==> src/rtl/core/b64d_pkg.sv <==
`timescale 1ns / 1ps

package b64d_pkg;

    // Character codes with a meaning of their own
    localparam logic [7:0] PAD_CHAR = 8'h3D;

    // Group buffer and output widths
    localparam int unsigned SEXTET_W = 6;
    localparam int unsigned GROUP_W  = 18;
    localparam int unsigned WORD_W   = 24;
    localparam int unsigned BYTE_W   = 8;

    // Number of sextets already held in the group buffer
    typedef enum logic [1:0] {
        CNT_NONE  = 2'd0,
        CNT_ONE   = 2'd1,
        CNT_TWO   = 2'd2,
        CNT_THREE = 2'd3
    } sextet_cnt_t;

    // Number of bytes that one decoded group yields
    typedef enum logic [1:0] {
        NB_ONE   = 2'd1,
        NB_TWO   = 2'd2,
        NB_THREE = 2'd3
    } nbytes_t;

    // One decoded group as it travels from the front part to the back part
    typedef struct packed {
        logic [WORD_W-1:0] word;    // bytes from the top down
        nbytes_t           nbytes;  // how many bytes of word are used
        logic              last;    // the group ends the message
    } group_t;

endpackage

==> src/rtl/core/b64d_front.sv <==
`timescale 1ns / 1ps

module b64d_front
(
    input  logic              clk,
    input  logic              rst_n,
    input  logic              in_valid,
    output logic              in_ready,
    input  logic [7:0]        symbol,
    input  logic              final_symbol,
    output logic              push,
    output b64d_pkg::group_t  push_group,
    input  logic              queue_full
);
    import b64d_pkg::*;

    logic [GROUP_W-1:0]  group_bits_reg;
    logic [GROUP_W-1:0]  group_bits_next;
    sextet_cnt_t         sextet_count_reg;
    sextet_cnt_t         sextet_count_next;
    logic                third_was_pad_reg;
    logic                third_was_pad_next;
    logic [SEXTET_W-1:0] sextet;
    logic                pad;
    logic                accept;
    logic [WORD_W-1:0]   word;
    nbytes_t             nbytes;

    // Map one character to its sextet; unknown codes give zero
    function automatic logic [SEXTET_W-1:0] sextet_of(input logic [7:0] c);
        logic [7:0] v;
        begin
            v = 8'd0;
            if (c >= 8'h41 && c <= 8'h5A)
            begin
                v = c - 8'h41;
            end
            else if (c >= 8'h61 && c <= 8'h7A)
            begin
                v = c - 8'h61 + 8'd26;
            end
            else if (c >= 8'h30 && c <= 8'h39)
            begin
                v = c - 8'h30 + 8'd52;
            end
            else if (c == 8'h2B || c == 8'h2D || c == 8'h2E)
            begin
                v = 8'd62;
            end
            else if (c == 8'h2C || c == 8'h2F || c == 8'h5F)
            begin
                v = 8'd63;
            end
            return v[SEXTET_W-1:0];
        end
    endfunction

    assign in_ready = !queue_full;
    assign accept   = in_valid && in_ready;
    assign sextet   = sextet_of(symbol);
    assign pad      = (symbol == PAD_CHAR);

    // Align the gathered sextets and the new one, in arrival order, at the top of the word
    always_comb
    begin
        word   = '0;
        nbytes = NB_ONE;
        unique case (sextet_count_reg)
            CNT_NONE:
            begin
                word = {sextet, 18'd0};
            end
            CNT_ONE:
            begin
                word = {group_bits_reg[5:0], sextet, 12'd0};
            end
            CNT_TWO:
            begin
                word   = {group_bits_reg[11:0], sextet, 6'd0};
                nbytes = pad ? NB_ONE : NB_TWO;
            end
            CNT_THREE:
            begin
                word = {group_bits_reg, sextet};
                if (!final_symbol || !pad)
                begin
                    nbytes = NB_THREE;
                end
                else if (!third_was_pad_reg)
                begin
                    nbytes = NB_TWO;
                end
                else
                begin
                    nbytes = NB_ONE;
                end
            end
            default:
            begin
                word = '0;
            end
        endcase
    end

    // Emit a group on a full quartet or on the last character
    assign push              = accept && (final_symbol || sextet_count_reg == CNT_THREE);
    assign push_group.word   = word;
    assign push_group.nbytes = nbytes;
    assign push_group.last   = final_symbol;

    // Gather sextets, clear after a group is emitted
    always_comb
    begin
        group_bits_next    = group_bits_reg;
        sextet_count_next  = sextet_count_reg;
        third_was_pad_next = third_was_pad_reg;
        if (push)
        begin
            group_bits_next    = '0;
            sextet_count_next  = CNT_NONE;
            third_was_pad_next = 1'b0;
        end
        else if (accept)
        begin
            group_bits_next   = {group_bits_reg[GROUP_W-SEXTET_W-1:0], sextet};
            sextet_count_next = sextet_cnt_t'(sextet_count_reg + 2'd1);
            if (sextet_count_reg == CNT_TWO)
            begin
                third_was_pad_next = pad;
            end
        end
    end

    always_ff @(posedge clk or negedge rst_n)
    begin
        if (!rst_n)
        begin
            group_bits_reg    <= '0;
            sextet_count_reg  <= CNT_NONE;
            third_was_pad_reg <= 1'b0;
        end
        else
        begin
            group_bits_reg    <= group_bits_next;
            sextet_count_reg  <= sextet_count_next;
            third_was_pad_reg <= third_was_pad_next;
        end
    end

endmodule

==> src/rtl/core/b64d_queue.sv <==
`timescale 1ns / 1ps

module b64d_queue
#(
    parameter int unsigned DEPTH = 2
)
(
    input  logic              clk,
    input  logic              rst_n,
    input  logic              push,
    input  b64d_pkg::group_t  push_group,
    output logic              full,
    input  logic              pop,
    output logic              head_valid,
    output b64d_pkg::group_t  head_group
);
    import b64d_pkg::*;

    localparam int unsigned PTR_W = (DEPTH > 1) ? $clog2(DEPTH) : 1;
    localparam int unsigned CNT_W = $clog2(DEPTH + 1);
    localparam logic [PTR_W-1:0] LAST_PTR = PTR_W'(DEPTH - 1);
    localparam logic [CNT_W-1:0] FULL_CNT = CNT_W'(DEPTH);

    group_t           entries [DEPTH];
    logic [PTR_W-1:0] wr_ptr_reg;
    logic [PTR_W-1:0] wr_ptr_next;
    logic [PTR_W-1:0] rd_ptr_reg;
    logic [PTR_W-1:0] rd_ptr_next;
    logic [CNT_W-1:0] count_reg;
    logic [CNT_W-1:0] count_next;

    assign full       = (count_reg == FULL_CNT);
    assign head_valid = (count_reg != '0);
    assign head_group = entries[rd_ptr_reg];

    // Advance pointers with wrap at the queue depth
    always_comb
    begin
        wr_ptr_next = wr_ptr_reg;
        rd_ptr_next = rd_ptr_reg;
        count_next  = count_reg;
        if (push)
        begin
            wr_ptr_next = (wr_ptr_reg == LAST_PTR) ? '0 : wr_ptr_reg + 1'b1;
        end
        if (pop)
        begin
            rd_ptr_next = (rd_ptr_reg == LAST_PTR) ? '0 : rd_ptr_reg + 1'b1;
        end
        if (push && !pop)
        begin
            count_next = count_reg + 1'b1;
        end
        else if (pop && !push)
        begin
            count_next = count_reg - 1'b1;
        end
    end

    always_ff @(posedge clk or negedge rst_n)
    begin
        if (!rst_n)
        begin
            wr_ptr_reg <= '0;
            rd_ptr_reg <= '0;
            count_reg  <= '0;
        end
        else
        begin
            wr_ptr_reg <= wr_ptr_next;
            rd_ptr_reg <= rd_ptr_next;
            count_reg  <= count_next;
        end
    end

    // Store the pushed group
    always_ff @(posedge clk)
    begin
        if (push)
        begin
            entries[wr_ptr_reg] <= push_group;
        end
    end

endmodule

==> src/rtl/core/b64d_back.sv <==
`timescale 1ns / 1ps

module b64d_back
(
    input  logic              clk,
    input  logic              rst_n,
    input  logic              head_valid,
    input  b64d_pkg::group_t  head_group,
    output logic              pop,
    output logic              out_valid,
    input  logic              out_ready,
    output logic [7:0]        data_byte,
    output logic              message_end
);
    import b64d_pkg::*;

    logic [1:0]        idx_reg;
    logic [1:0]        idx_next;
    logic              out_valid_reg;
    logic              out_valid_next;
    logic [BYTE_W-1:0] data_byte_reg;
    logic              message_end_reg;
    logic [BYTE_W-1:0] sel_byte;
    logic              entry_done;
    logic              load;

    // Load a new byte when the output register is empty or being taken
    assign load       = head_valid && (!out_valid_reg || out_ready);
    assign entry_done = (idx_reg == 2'(head_group.nbytes - 2'd1));
    assign pop        = load && entry_done;

    // Pick the byte of the head group, top byte first
    always_comb
    begin
        unique case (idx_reg)
            2'd0:    sel_byte = head_group.word[23:16];
            2'd1:    sel_byte = head_group.word[15:8];
            2'd2:    sel_byte = head_group.word[7:0];
            default: sel_byte = '0;
        endcase
    end

    always_comb
    begin
        idx_next       = idx_reg;
        out_valid_next = out_valid_reg;
        if (load)
        begin
            idx_next       = entry_done ? 2'd0 : idx_reg + 2'd1;
            out_valid_next = 1'b1;
        end
        else if (out_ready)
        begin
            out_valid_next = 1'b0;
        end
    end

    always_ff @(posedge clk or negedge rst_n)
    begin
        if (!rst_n)
        begin
            idx_reg       <= 2'd0;
            out_valid_reg <= 1'b0;
        end
        else
        begin
            idx_reg       <= idx_next;
            out_valid_reg <= out_valid_next;
        end
    end

    // Hold the output byte until it is taken
    always_ff @(posedge clk)
    begin
        if (load)
        begin
            data_byte_reg   <= sel_byte;
            message_end_reg <= head_group.last && entry_done;
        end
    end

    assign out_valid   = out_valid_reg;
    assign data_byte   = data_byte_reg;
    assign message_end = message_end_reg;

endmodule

==> src/rtl/core/base64_stream_decoder.sv <==
`timescale 1ns / 1ps

// Base64 stream decoder. One character per input item arrives on s_tdata,
// with s_tlast on the last character of a message; decoded bytes leave one
// per item on m_tdata, with m_tlast on the last byte of the message. The
// alphabet is lenient: '+' '-' '.' decode to 62, ',' '/' '_' to 63, and any
// other unknown code, '=' included, decodes to 0 without error. A final group
// yields one to three bytes depending on '=' padding; a lone final character
// yields one byte. A character is taken every cycle while the group queue
// (QUEUE_DEPTH entries) has room; while m_tready is held high the output
// side gives one byte per cycle, so three bytes per four characters keep up
// with the input indefinitely. The last character of a group completes a queue
// entry, from which its first byte is then loaded into the output register.
module base64_stream_decoder
#(
    parameter int unsigned QUEUE_DEPTH = 2
)
(
    input  logic       clk,
    input  logic       rst_n,
    input  logic       s_tvalid,
    output logic       s_tready,
    input  logic [7:0] s_tdata,   // [7:0] symbol
    input  logic       s_tlast,   // final_symbol
    output logic       m_tvalid,
    input  logic       m_tready,
    output logic [7:0] m_tdata,   // [7:0] data_byte
    output logic       m_tlast    // message_end
);
    import b64d_pkg::*;

    logic   push;
    group_t push_group;
    logic   queue_full;
    logic   pop;
    logic   head_valid;
    group_t head_group;

    // Accept characters and build groups
    b64d_front u_front
    (
        .clk          (clk),
        .rst_n        (rst_n),
        .in_valid     (s_tvalid),
        .in_ready     (s_tready),
        .symbol       (s_tdata),
        .final_symbol (s_tlast),
        .push         (push),
        .push_group   (push_group),
        .queue_full   (queue_full)
    );

    // Buffer decoded groups between the two sides
    b64d_queue #(.DEPTH(QUEUE_DEPTH)) u_queue
    (
        .clk        (clk),
        .rst_n      (rst_n),
        .push       (push),
        .push_group (push_group),
        .full       (queue_full),
        .pop        (pop),
        .head_valid (head_valid),
        .head_group (head_group)
    );

    // Serialize groups into bytes
    b64d_back u_back
    (
        .clk         (clk),
        .rst_n       (rst_n),
        .head_valid  (head_valid),
        .head_group  (head_group),
        .pop         (pop),
        .out_valid   (m_tvalid),
        .out_ready   (m_tready),
        .data_byte   (m_tdata),
        .message_end (m_tlast)
    );

endmodule

==> config.mk <==
export PLATFORM = sky130hd
export DESIGN_NAME = base64_stream_decoder
export DESIGN_NICKNAME = d
export VERILOG_FILES = /design/src/rtl/core/b64d_pkg.sv /design/src/rtl/core/b64d_front.sv /design/src/rtl/core/b64d_queue.sv /design/src/rtl/core/b64d_back.sv /design/src/rtl/core/base64_stream_decoder.sv
export SDC_FILE = /design/constraint.sdc
export NUM_CORES = 1
export LEC_CHECK = 0
export ABC_AREA = 1
export BUFFER_PORTS_ARGS = -buffer_cell sky130_fd_sc_hd__clkbuf_2
export CAP_MARGIN = 25
export CORE_ASPECT_RATIO = 0.9
export CORE_UTILIZATION = 55
export CTS_CLUSTER_DIAMETER = 100
export CTS_CLUSTER_SIZE = 16
export DETAILED_ROUTE_END_ITERATION = 7
export PLACE_DENSITY = 0.85
export SKIP_LAST_GASP = 1
export SYNTH_ARGS = -nofsm -noshare
export SYNTH_HDL_FRONTEND = slang
export SYNTH_SLANG_ARGS = --single-unit
==> constraint.sdc <==
create_clock -name clk -period 2.65 [get_ports clk]
set_clock_uncertainty 0.1 [all_clocks]
set_input_delay 0.795 -clock clk [delete_from_list [all_inputs] [get_ports clk]]
set_output_delay 0.795 -clock clk [all_outputs]
set_load 0.02 [all_outputs]
* Word-level counts from Yosys, hierarchy flattened
Memory sizes are Yosys's and may differ from the RTL's. Cells that the tools add are included.
Storage, ports and cells: register bits after elaboration 37, bits in writable memories 54, input port bits 13, logic and storage cells 101, memories kept 1
Cells by class: $add $sub $neg 12, order comparisons 6, equality and inequality tests 14, muxes and demuxes 27, reduce and logical (&&, ||, !) cells 31
Memory list:
- u_queue.entries | depth 2, bits a word 27, read ports 1, clocked after memory_dff 0, wr ports 1, line b64d_queue.sv:24 | group_t entries [DEPTH];
Operators by type and width (count):
- $pmux 24 s4 | 1
- $eq 8x6->1 const B | 6
- $mux 18 | 2
- $mux 6 | 5
- $pmux 8 s3 | 1
- $ge 8x7->1 const B | 2
- $le 8x7->1 const B | 2
- $mux 2 | 8
- $sub 6x6->6 const B | 2
- $logic_and 1x1->1 | 10
- $reduce_bool 2->1 | 5
- $mux 1 | 9
- $eq 2x2->1 const B | 4
- $eq 8x7->1 const B | 1
- $ge 8x6->1 const B | 1
- $le 8x6->1 const B | 1
- $logic_or 1x1->1 | 7
- $add 2x1->2 const B | 3
- $add 6x5->6 const B | 1
- $add 6x6->6 const B | 1
- $logic_not 1->1 | 6
- $sub 6x1->6 const B | 1
- $eq 2x1->1 const B | 2
- $logic_not 2->1 | 2
- 5 further kinds | 7

* Longest topological paths before layout
Gate-level depths: netlist (run 1).
depth after elaboration 10, gate-level depth with buffers 13

* Hierarchy
From an unflattened synthesis (run 1), not the netlist that was laid out.
Second synthesis, totals: cells, all modules 515, area total of the unflattened synthesis 5027.3 um^2
By module, submodules not included:
- b64d_queue | instances 1, cells each 109, area an instance 2254.7 um^2
- b64d_front | instances 1, cells each 310, area an instance 2039.5 um^2
- b64d_back | instances 1, cells each 96, area an instance 733.2 um^2

* Least setup slack after synthesis (run 1)
OpenSTA, ideal clock, no wires.
path kind input-to-reg, from input port s_tvalid, to memory u_queue.entries[1][0] (netlist bit), enable pin, arrival time 2322 ps, required time 2139 ps, slack -183 ps, stages 4, path buffers 0, cells stage by stage nand2_2 > nor2_1 > inv_1 > nor2_1
On the way: word-level cells in the longest chain between the ends 4
Ends and longest elaborated chain:
- start: declaration | line base64_stream_decoder.sv:21 | input logic s_tvalid,
- $logic_and 1x1->1 | line b64d_front.sv:59 | assign accept = in_valid && in_ready;
- $logic_and 1x1->1 | line b64d_front.sv:106 | assign push = accept && (final_symbol || sextet_count_reg == CNT_THREE);
- named net push | line base64_stream_decoder.sv:32 | logic push;
- $mux 1 | line b64d_queue.sv:79 | if (push)
- $mux 1 (not written as such) | line b64d_queue.sv:81 | entries[wr_ptr_reg] <= push_group;
- end: declaration | line b64d_queue.sv:24
The timed path passes the listed nets, and every way through them passes these cells.

==> results of run 1 <==
[worst paths after layout]
check	slack, ns	to	startpoint
worst max-delay path	0.25	u_queue.entries[1][15]	s_tdata[0]
worst min-delay path	0.39	u_back.idx_reg[1]	rst_n
worst max register to register	0.35	u_queue.count_reg[1]	u_queue.rd_ptr_reg
worst min register to register	0.41	u_queue.wr_ptr_reg	u_queue.wr_ptr_reg
max in group asynchronous	1.55	u_queue.count_reg[1]	rst_n
min in group clk	0.41	u_queue.wr_ptr_reg	u_queue.wr_ptr_reg
[power breakdown]
| group | switching [mW] | total [mW] | internal [mW] |
|---|---|---|---|
| logic | 1.25 | 1.82 | 0.572 |
| registers | 0.142 | 2.08 | 1.94 |
| clock network | 0.477 | 1.01 | 0.533 |
| total | 1.87 | 4.91 | 3.04 |
[synth_stat cells (all sizes together), types with 3 or more instances]
cell,number
o22ai,33
inv,63
clkbuf,9
xor2,10
a21oi,23
nand2,85
xnor2,3
nand3,23
nor2,61
dfrtp,28
ha,19
o21ai,62
edfxtp,63
buf,6
[stage by stage]
stage / setup slack, ns / cell area [sq um] / total power [mW] / cells
2_1_floorplan: -0.183 / 4760 / 3.34 / 499
3_3_place_gp: 0.0498 / 5100 / 3.80 / 639
3_5_place_dp: -0.0777 / 5100 / 3.90 / 639
4_1_cts: 0.284 / 5320 / 4.90 / 655
5_1_grt: 0.112 / 5320 / 5.20 / 655
6_report: 0.247 / 5320 / 4.91 / 655
[logic make-up (layout without fill, tap and decap cells)]
kind of cell / Yosys count / in the layout / synth area share [%]
simple gates: 174 / 174 / 16.3
compound gates: 121 / 121 / 14.7
flops: 91 / 91 / 54.4
buf+inv: 80 / 121 / 7.04
fa+ha+maj: 19 / 19 / 4.99
xor+xnor: 13 / 13 / 2.39
mux: 1 / 1 / 0.210
[layer usage]
layer  vias up  GRT usage, %  share of wire, %  wire (microns)
li1       1768             -                 -               -
met1      1795          34.7                42            4410
met2       189          38.4                49            5120
met3        26          4.64               7.4             784
met4         0          8.45               2.3             241
met5         -             0                 0               0
[worst max-delay path, stage by stage]
cell and delay, ns:
clkbuf_2 0.13, clkinv_2 0.09, ha_1 0.17, inv_1 0.08, a21oi_2 0.21, nand3_1 0.17, nand3_1 0.21, nand2_2 0.09
o21ai_2 0.20, a21oi_1 0.11, nor2_1 0.21
[final cells by class]
class,instances,area (sq um),area share [%]
Sequential cell,91,2590,48.7
Multi-Input combinational cell,328,1840,34.6
Timing Repair Buffer,40,268,5.03
Inverter,65,258,4.85
Tap cell,115,144,2.71
Clock buffer,10,128,2.40
Clock inverter,6,88.8,1.67
==> flow_metrics.py, run 1 <==
metrics = {
    "global_routing": {
        "antenna_found_initial": 0,
        "grt_first_pass_wirelength_microns": 17300,
        "grt_use_total_pct": 24.6,
        "grt_max_degree": 29,
        "overflow": 0,
        "first_global_vias": 3491,
    },
    "clock_network": {
        "cts_made_buffers": 9,
        "clock_latency_ns": 0.36,
        "cts_resized": 0,
        "path_clk_slew_ns": 0.09,
        "holdBufCountCts": 0,
        "cts_setup_buffers": 0,
        "cts_tree": "done",
        "htreeDepth": 3,
        "clock_path_buffers": 2,
        "root_buffer": "clkbuf_8",
        "clock-sinks": 91,
    },
    "layout": {
        "diodes": 0,
        "area_growth_syn_to_layout_pct": 11.7,
        "fin_nets": 567,
        "fillers": 626,
        "final_common_cell": "nand2_1",
        "fin_util_pct": 64.7,
        "final_cell_mix": "nand2_1, edfxtp_1, o21ai_0",
        "largest_reg_flops": 54,
        "layout-drive-gt1-share_pct": 17.2,
    },
    "placed_design": {
        "gp_congestion": 0.979,
        "io_buffers": 23,
        "dp_hpwl_microns": 7650,
    },
    "detailed_routing": {
        "first_pass_iters": 6,
        "num_vias": 3778,
        "drc": 0,
        "drt_iter0_drc": 319,
        "wl_per_cell_microns": 16.1,
        "viasPerCell": 5.77,
        "ant_nets": 0,
        "drt-total-wl_microns": 10600,
    },
    "synth": {
        "syn_area_per_cell_sq_um": 9.55,
        "synth_fp_nets": 531,
        "synth_cell_types": 38,
        "synthTopCellsByArea": "edfxtp_1, dfrtp_1, o21ai_0, nand2_1, ha_1",
        "synth-async-reset-ratio_pct": 30.8,
        "synth.largest_area_cell": "edfxtp_1",
        "yosys_warnings": 0,
        "yosys.area.top_type_share_pct": 39.7,
        "synth_top_flop_cell": "edfxtp_1",
        "yosysSeqAreaShare_pct": 54.4,
        "synth.cell_area_sq_um": 4760,
        "synth_edf_count": 63,
        "ys_seq_elements": 91,
        "syn_inst": 499,
    },
    "timing": {
        "hold_slack_ns": 0.390,
        "worst_pin_slew_ns": 0.779,
        "period_share_pct": 90.7,
        "finalSetupViolCount": 0,
        "hold_violations": 0,
        "slew-limit-headroom_pct": 48.1,
        "rsz0062_at_grt": "false",
        "layout_min_cycle_time_ns": 2.40,
        "slew_violations": 0,
        "clock.fmax_mhz": 416,
        "finalSetupTns_ns": 0,
    },
    "floorplan": {
        "start_util_pct": 57.9,
        "dieWidth_microns": 100,
        "dieHeight_microns": 90.3,
        "die_area_sq_um": 9040,
        "num_rows": 31,
        "pin_count": 24,
        "coreArea_sq_um": 8220,
    },
    "critical_path": {
        "required_ns": 2.72,
        "critPathKind": "input port to flop",
        "arrival_ns": 2.47,
        "path_max_fanout": 5,
        "reg2reg_depth": 10,
        "cp-start-kind": "input port",
        "endpoint_kind": "flop",
    },
    "hold_path": {
        "hp-class": "input port to async pin",
    },
    "job": {
        "cap_violations": 0,
    },
    "status": {
        "status": "finished, final reports clean",
    },
    "power": {
        "p_leak_nw": 2.17,
        "pwr_density_cell_nw_per_um2": 923,
        "ir_drop_mv": 0.339,
    },
}
Power figures use the tool's default switching activity.
==> run 2: changes to the inputs <==
--- a/config.mk
+++ b/config.mk
@@ -6,14 +6,16 @@
 export NUM_CORES = 1
 export LEC_CHECK = 0
 export ABC_AREA = 1
-export BUFFER_PORTS_ARGS = -buffer_cell sky130_fd_sc_hd__clkbuf_2
 export CAP_MARGIN = 25
+export CELL_PAD_IN_SITES_DETAIL_PLACEMENT = 1
+export CELL_PAD_IN_SITES_GLOBAL_PLACEMENT = 1
 export CORE_ASPECT_RATIO = 0.9
-export CORE_UTILIZATION = 55
+export CORE_UTILIZATION = 40
 export CTS_CLUSTER_DIAMETER = 100
 export CTS_CLUSTER_SIZE = 16
 export DETAILED_ROUTE_END_ITERATION = 7
-export PLACE_DENSITY = 0.85
+export DONT_BUFFER_PORTS = 1
+export PLACE_DENSITY = 0.78
 export SKIP_LAST_GASP = 1
 export SYNTH_ARGS = -nofsm -noshare
 export SYNTH_HDL_FRONTEND = slang
==> run 2 against run 1 <==
Net effect:
- fmax down 0.29%
- design area down 1.6%
- flip-flop and latch count unchanged
- utilization down 19 points
- power up 1.4%
- combinational power down 11%
- clock power up 15%
- die area up 37%
- clock-buffer cell count up 4
- critical path depth unchanged
- worst hold slack worse by 0.34 ns
==> flow_metrics.py, run 2 (synthesis gave the netlist of run 1 again) <==
metrics = {
    "status": {
        "status": "finished, final reports clean",
    },
    "critical_path": {
        "rr_endpoint": "u_queue.entries[0][14]",
        "reg2reg_depth": 5,
        "required_ns": 2.56,
        "reg2reg_from": "u_front.sextet_count_reg[0]",
        "r2r_slack_ns": 0.31,
        "critPathKind": "input port to flop",
        "arrival_ns": 2.32,
        "cp-start-kind": "input port",
        "path_max_fanout": 7,
        "endpoint_kind": "flop",
    },
    "detailed_routing": {
        "drt-total-wl_microns": 11800,
        "viasPerCell": 5.47,
        "first_pass_iters": 4,
        "drt_iter0_drc": 244,
        "drc": 0,
        "num_vias": 3627,
        "ant_nets": 0,
        "wl_per_cell_microns": 17.8,
    },
    "timing": {
        "finalSetupViolCount": 0,
        "layout_min_cycle_time_ns": 2.41,
        "slew_violations": 0,
        "worst_pin_slew_ns": 0.668,
        "period_share_pct": 91.0,
        "finalSetupTns_ns": 0,
        "slew-limit-headroom_pct": 55.5,
        "clock.fmax_mhz": 415,
        "hold_violations": 0,
        "rsz0062_at_grt": "false",
    },
    "placed_design": {
        "dp_hpwl_microns": 8570,
        "io_buffers": 0,
        "gp_congestion": 0.869,
        "dp_cells": 647,
    },
    "layout": {
        "fillers": 1277,
        "largest_reg_flops": 54,
        "fin_nets": 534,
        "final_cell_mix": "nand2_1, edfxtp_1, o21ai_0",
        "diodes": 0,
        "area_growth_syn_to_layout_pct": 9.82,
        "seq_area_sq_um": 2590,
        "final_common_cell": "nand2_1",
        "layout-drive-gt1-share_pct": 11.4,
        "fin_cells": 663,
        "multi_input_area_sq_um": 1840,
    },
    "global_routing": {
        "first_global_vias": 3746,
        "antenna_found_initial": 0,
        "grt_use_total_pct": 20.9,
        "overflow": 0,
        "grt_max_degree": 29,
        "grt_first_pass_wirelength_microns": 19600,
    },
    "clock_network": {
        "clock-sinks": 91,
        "holdBufCountCts": 0,
        "root_buffer": "clkbuf_16",
        "htreeDepth": 3,
        "cts_resized": 0,
        "path_clk_slew_ns": 0.06,
        "clock_path_buffers": 2,
        "cts_setup_buffers": 0,
        "cts_made_buffers": 9,
        "clock_latency_ns": 0.33,
        "cts_tree": "done",
    },
    "floorplan": {
        "start_util_pct": 41.3,
        "dieHeight_microns": 106,
        "pin_count": 24,
        "die_area_sq_um": 12300,
        "dieWidth_microns": 117,
        "num_rows": 37,
        "coreArea_sq_um": 11500,
    },
    "power": {
        "p_total_mw": 4.98,
        "ir_drop_mv": 0.362,
        "pwr_density_cell_nw_per_um2": 952,
        "p_leak_nw": 2.06,
    },
    "hold_path": {
        "hp-class": "input port to async pin",
    },
    "job": {
        "cap_violations": 0,
    },
}
==> run 2: cell count changes in the layout (fill, tap and decap cells not counted), sizes merged <==
cell | previous run | this run
clkbuf | 33 | 14
buf | 17 | 7
bufinv | 2 | 0
clkinvlp | 1 | 0
inv | 64 | 63
==> run 2: per-layer routing <==
metal,vias to the layer above,track usage (%),wire length (microns)
li1,1697,-,-
met1,1816,28.6,5420
met2,97,33.6,5760
met3,17,4.14,450
met4,0,6.06,193
met5,-,0,0
==> run 2: power by group <==
| group | switching [mW] | total, mW | internal (mW) |
|---|---|---|---|
| sequential | 0.251 | 2.20 | 1.95 |
| combinational | 1.13 | 1.62 | 0.489 |
| clock | 0.497 | 1.16 | 0.663 |
| total | 1.88 | 4.98 | 3.10 |
==> run 2: layout make-up <==
cell class / count / share of cell area, %
clock buffers: 14 / 4.86
clock inverters: 2 / 0.263
inverters: 65 / 4.93
multi-input cells: 328 / 35.2
flip-flops and latches: 91 / 49.6
well taps: 156 / 3.73
repair buffers: 7 / 1.48
==> run 2: worst max path at each step <==
stage	start	endpoint	slack, ns	cells past startpoint
finish	s_tdata[1]	u_queue.entries[0][14]	0.24	11
global route	s_tdata[1]	u_queue.entries[1][25]	0.11	11
CTS	s_tdata[1]	u_queue.entries[1][25]	0.29	11
detailed placement	s_tdata[1]	u_queue.entries[0][25]	-0.06	11
global placement	s_tdata[1]	u_queue.entries[1][14]	0.04	11
floorplan	s_tvalid	u_queue.entries[1][0]	-0.18	4
==> run 2: per-stage QoR <==
stage | hold slack, ns | utilization (%) | instance area [sq um] | worst slack, ns
2_1_floorplan | 0.353 | - | 4760 | -0.183
3_5_place_dp | 0.393 | 43.1 | 4960 | -0.0600
5_1_grt | 0.0425 | 45.4 | 5230 | 0.108
3_3_place_gp | 0.380 | 43.1 | 4960 | 0.0401
6_report | 0.0525 | 45.4 | 5230 | 0.240
4_1_cts | 0.0444 | 45.4 | 5230 | 0.286
==> run 2: critical path, cell delays in order <==
cell and delay, ns:
inv_1 0.12, ha_1 0.19, inv_1 0.08, a21oi_2 0.19, nand3_1 0.17, nand3_1 0.21, nand3_1 0.11, nand3_2 0.10
nand2_2 0.08, nand2_1 0.06, o21ai_0 0.21
==> run 3: changes to the inputs <==
--- a/config.mk
+++ b/config.mk
@@ -9,7 +9,7 @@
 export CAP_MARGIN = 25
 export CELL_PAD_IN_SITES_DETAIL_PLACEMENT = 1
 export CELL_PAD_IN_SITES_GLOBAL_PLACEMENT = 1
-export CORE_ASPECT_RATIO = 0.9
+export CORE_ASPECT_RATIO = 1.4
 export CORE_UTILIZATION = 40
 export CTS_CLUSTER_DIAMETER = 100
 export CTS_CLUSTER_SIZE = 16
==> run 3 against run 2 <==
Net effect:
- cell count down 1.4%
- register-to-register slack got worse by 0.03 ns
- clock power increased by 18%
- design area rose by 1.1%
- utilization increased by 0.82 points
- critical path type unchanged
- flip-flop and latch count unchanged
- die area about the same
- highest routed layer unchanged
- non-clock buffer count is 3 higher
- critical endpoint is now u_queue.entries[1][14]
- fmax about the same
- worst hold slack worse by 0.012 ns
==> flow_metrics.py, run 3 (synthesis gave the netlist of run 1 again) <==
metrics = {
    "critical_path": {
        "required_ns": 2.57,
        "critPathKind": "input port to flop",
        "cp-start-kind": "input port",
        "crit_family": "simple AND/OR/NAND/NOR gates",
        "endpoint_kind": "flop",
        "reg2reg_from": "u_front.sextet_count_reg[0]",
        "cp_slowest_stage_delay_ns": 0.20,
        "r2r_slack_ns": 0.28,
        "reg2reg_depth": 5,
        "path_cells": "inv_1, ha_1, inv_1, a21oi_2, nand3_1, nand3_1, nand3_1, nand3_2, nand2_2, nand2_1, o21ai_0",
        "rr_endpoint": "u_queue.entries[1][14]",
        "critPathBufInv": 2,
        "path_max_fanout": 7,
        "worst_path_most_repeated_cell": "nand3_1",
        "arrival_ns": 2.33,
        "slowest_stage": "nand3_1",
    },
    "layout": {
        "diodes": 0,
        "final_common_cell": "nand2_1",
        "fin_cells": 654,
        "final_cell_mix": "nand2_1, edfxtp_1, o21ai_0",
        "largest_reg_flops": 54,
        "fillers": 1313,
        "fin_area_sq_um": 5290,
        "layout-drive-gt1-share_pct": 12.4,
        "fin_nets": 537,
        "fin_util_pct": 46.2,
        "area_growth_syn_to_layout_pct": 11.1,
    },
    "floorplan": {
        "start_util_pct": 41.6,
        "dieHeight_microns": 131,
        "pin_count": 24,
        "die_area_sq_um": 12400,
        "dieWidth_microns": 94.2,
        "num_rows": 46,
        "coreArea_sq_um": 11500,
    },
    "placed_design": {
        "io_buffers": 0,
        "place_area_sq_um": 4970,
        "dp_cells": 638,
        "gp_congestion": 0.885,
        "dp_hpwl_microns": 8590,
        "pre_cts_ws_ns": -0.106,
    },
    "timing": {
        "rsz0062_at_grt": "false",
        "layout_min_cycle_time_ns": 2.41,
        "clock.fmax_mhz": 415,
        "hold_slack_ns": 0.0409,
        "slew_violations": 0,
        "finalSetupTns_ns": 0,
        "hold_violations": 0,
        "worst_pin_slew_ns": 0.475,
        "period_share_pct": 91.0,
        "setup_slack_ns": 0.240,
        "finalSetupViolCount": 0,
        "slew-limit-headroom_pct": 68.0,
    },
    "detailed_routing": {
        "wl_per_cell_microns": 17.9,
        "viasPerCell": 5.46,
        "num_vias": 3571,
        "ant_nets": 0,
        "drc": 0,
        "first_pass_iters": 4,
        "drt-total-wl_microns": 11700,
        "drt_iter0_drc": 179,
    },
    "clock_network": {
        "clock_latency_ns": 0.34,
        "cts_resized": 0,
        "clock-sinks": 91,
        "clock_path_buffers": 2,
        "root_buffer": "clkbuf_16",
        "cts_made_buffers": 9,
        "htreeDepth": 3,
        "cts_tree": "done",
        "cts_setup_buffers": 0,
        "holdBufCountCts": 0,
        "path_clk_slew_ns": 0.07,
    },
    "power": {
        "ir_drop_mv": 0.345,
        "p_total_mw": 5.20,
        "pwr_density_cell_nw_per_um2": 982,
        "p_leak_nw": 2.10,
    },
    "hold_path": {
        "hp-class": "input port to async pin",
    },
    "status": {
        "status": "finished, final reports clean",
    },
    "job": {
        "cap_violations": 0,
    },
    "global_routing": {
        "antenna_found_initial": 0,
        "overflow": 0,
        "grt_first_pass_wirelength_microns": 19100,
        "first_global_vias": 3742,
        "grt_use_total_pct": 20.5,
        "grt_max_degree": 29,
    },
}
[run 3: cell types whose count changed in the layout (fill, tap and decap cells not counted)]
cell	previous run	this run
clkbuf_1	4	1
clkinv_1	1	2
buf_4	5	8
bufinv_16	0	2
[run 3: worst reg2reg max path, cell delays in order (launching register included)]
cell,delay (ns)
dfrtp_1,0.42
ha_1,0.36
clkinv_1,0.35
nor2_1,0.21
inv_1,0.22
o21ai_0,0.47
[run 3: routing by layer]
layer / GRT usage [%] / share of wire (%) / wire [microns]
met1: 24.0 / 41 / 4770
met4: 12.6 / 4.2 / 490
met5: 0 / 0 / 0
met3: 4.11 / 3.2 / 379
met2: 33.9 / 52 / 6090
[run 3: cell type report]
class                   instances  area (sq um)  area share, %
clock inverters                 5          77.6           1.47
repair buffers                 10           100           1.89
well taps                     144           180           3.41
inverters                      65           258           4.87
flip-flops and latches         91          2590           49.0
multi-input cells             328          1840           34.8
clock buffers                  11           243           4.59
[run 3: where the power goes]
part | internal, mW | switching [mW]
clock | 0.849 | 0.524
sequential | 1.95 | 0.248
combinational | 0.504 | 1.12
[run 3: worst max-delay path by stage]
stage	depth (start not counted)	end	startpoint
floorplan	4	u_queue.entries[1][0]	s_tvalid
global placement	11	u_queue.entries[0][14]	s_tdata[1]
detailed placement	11	u_queue.entries[1][14]	s_tdata[1]
CTS	5	u_queue.entries[1][14]	u_front.sextet_count_reg[0]
global route	5	u_queue.entries[1][14]	u_front.sextet_count_reg[0]
finish	11	u_queue.entries[1][14]	s_tdata[1]
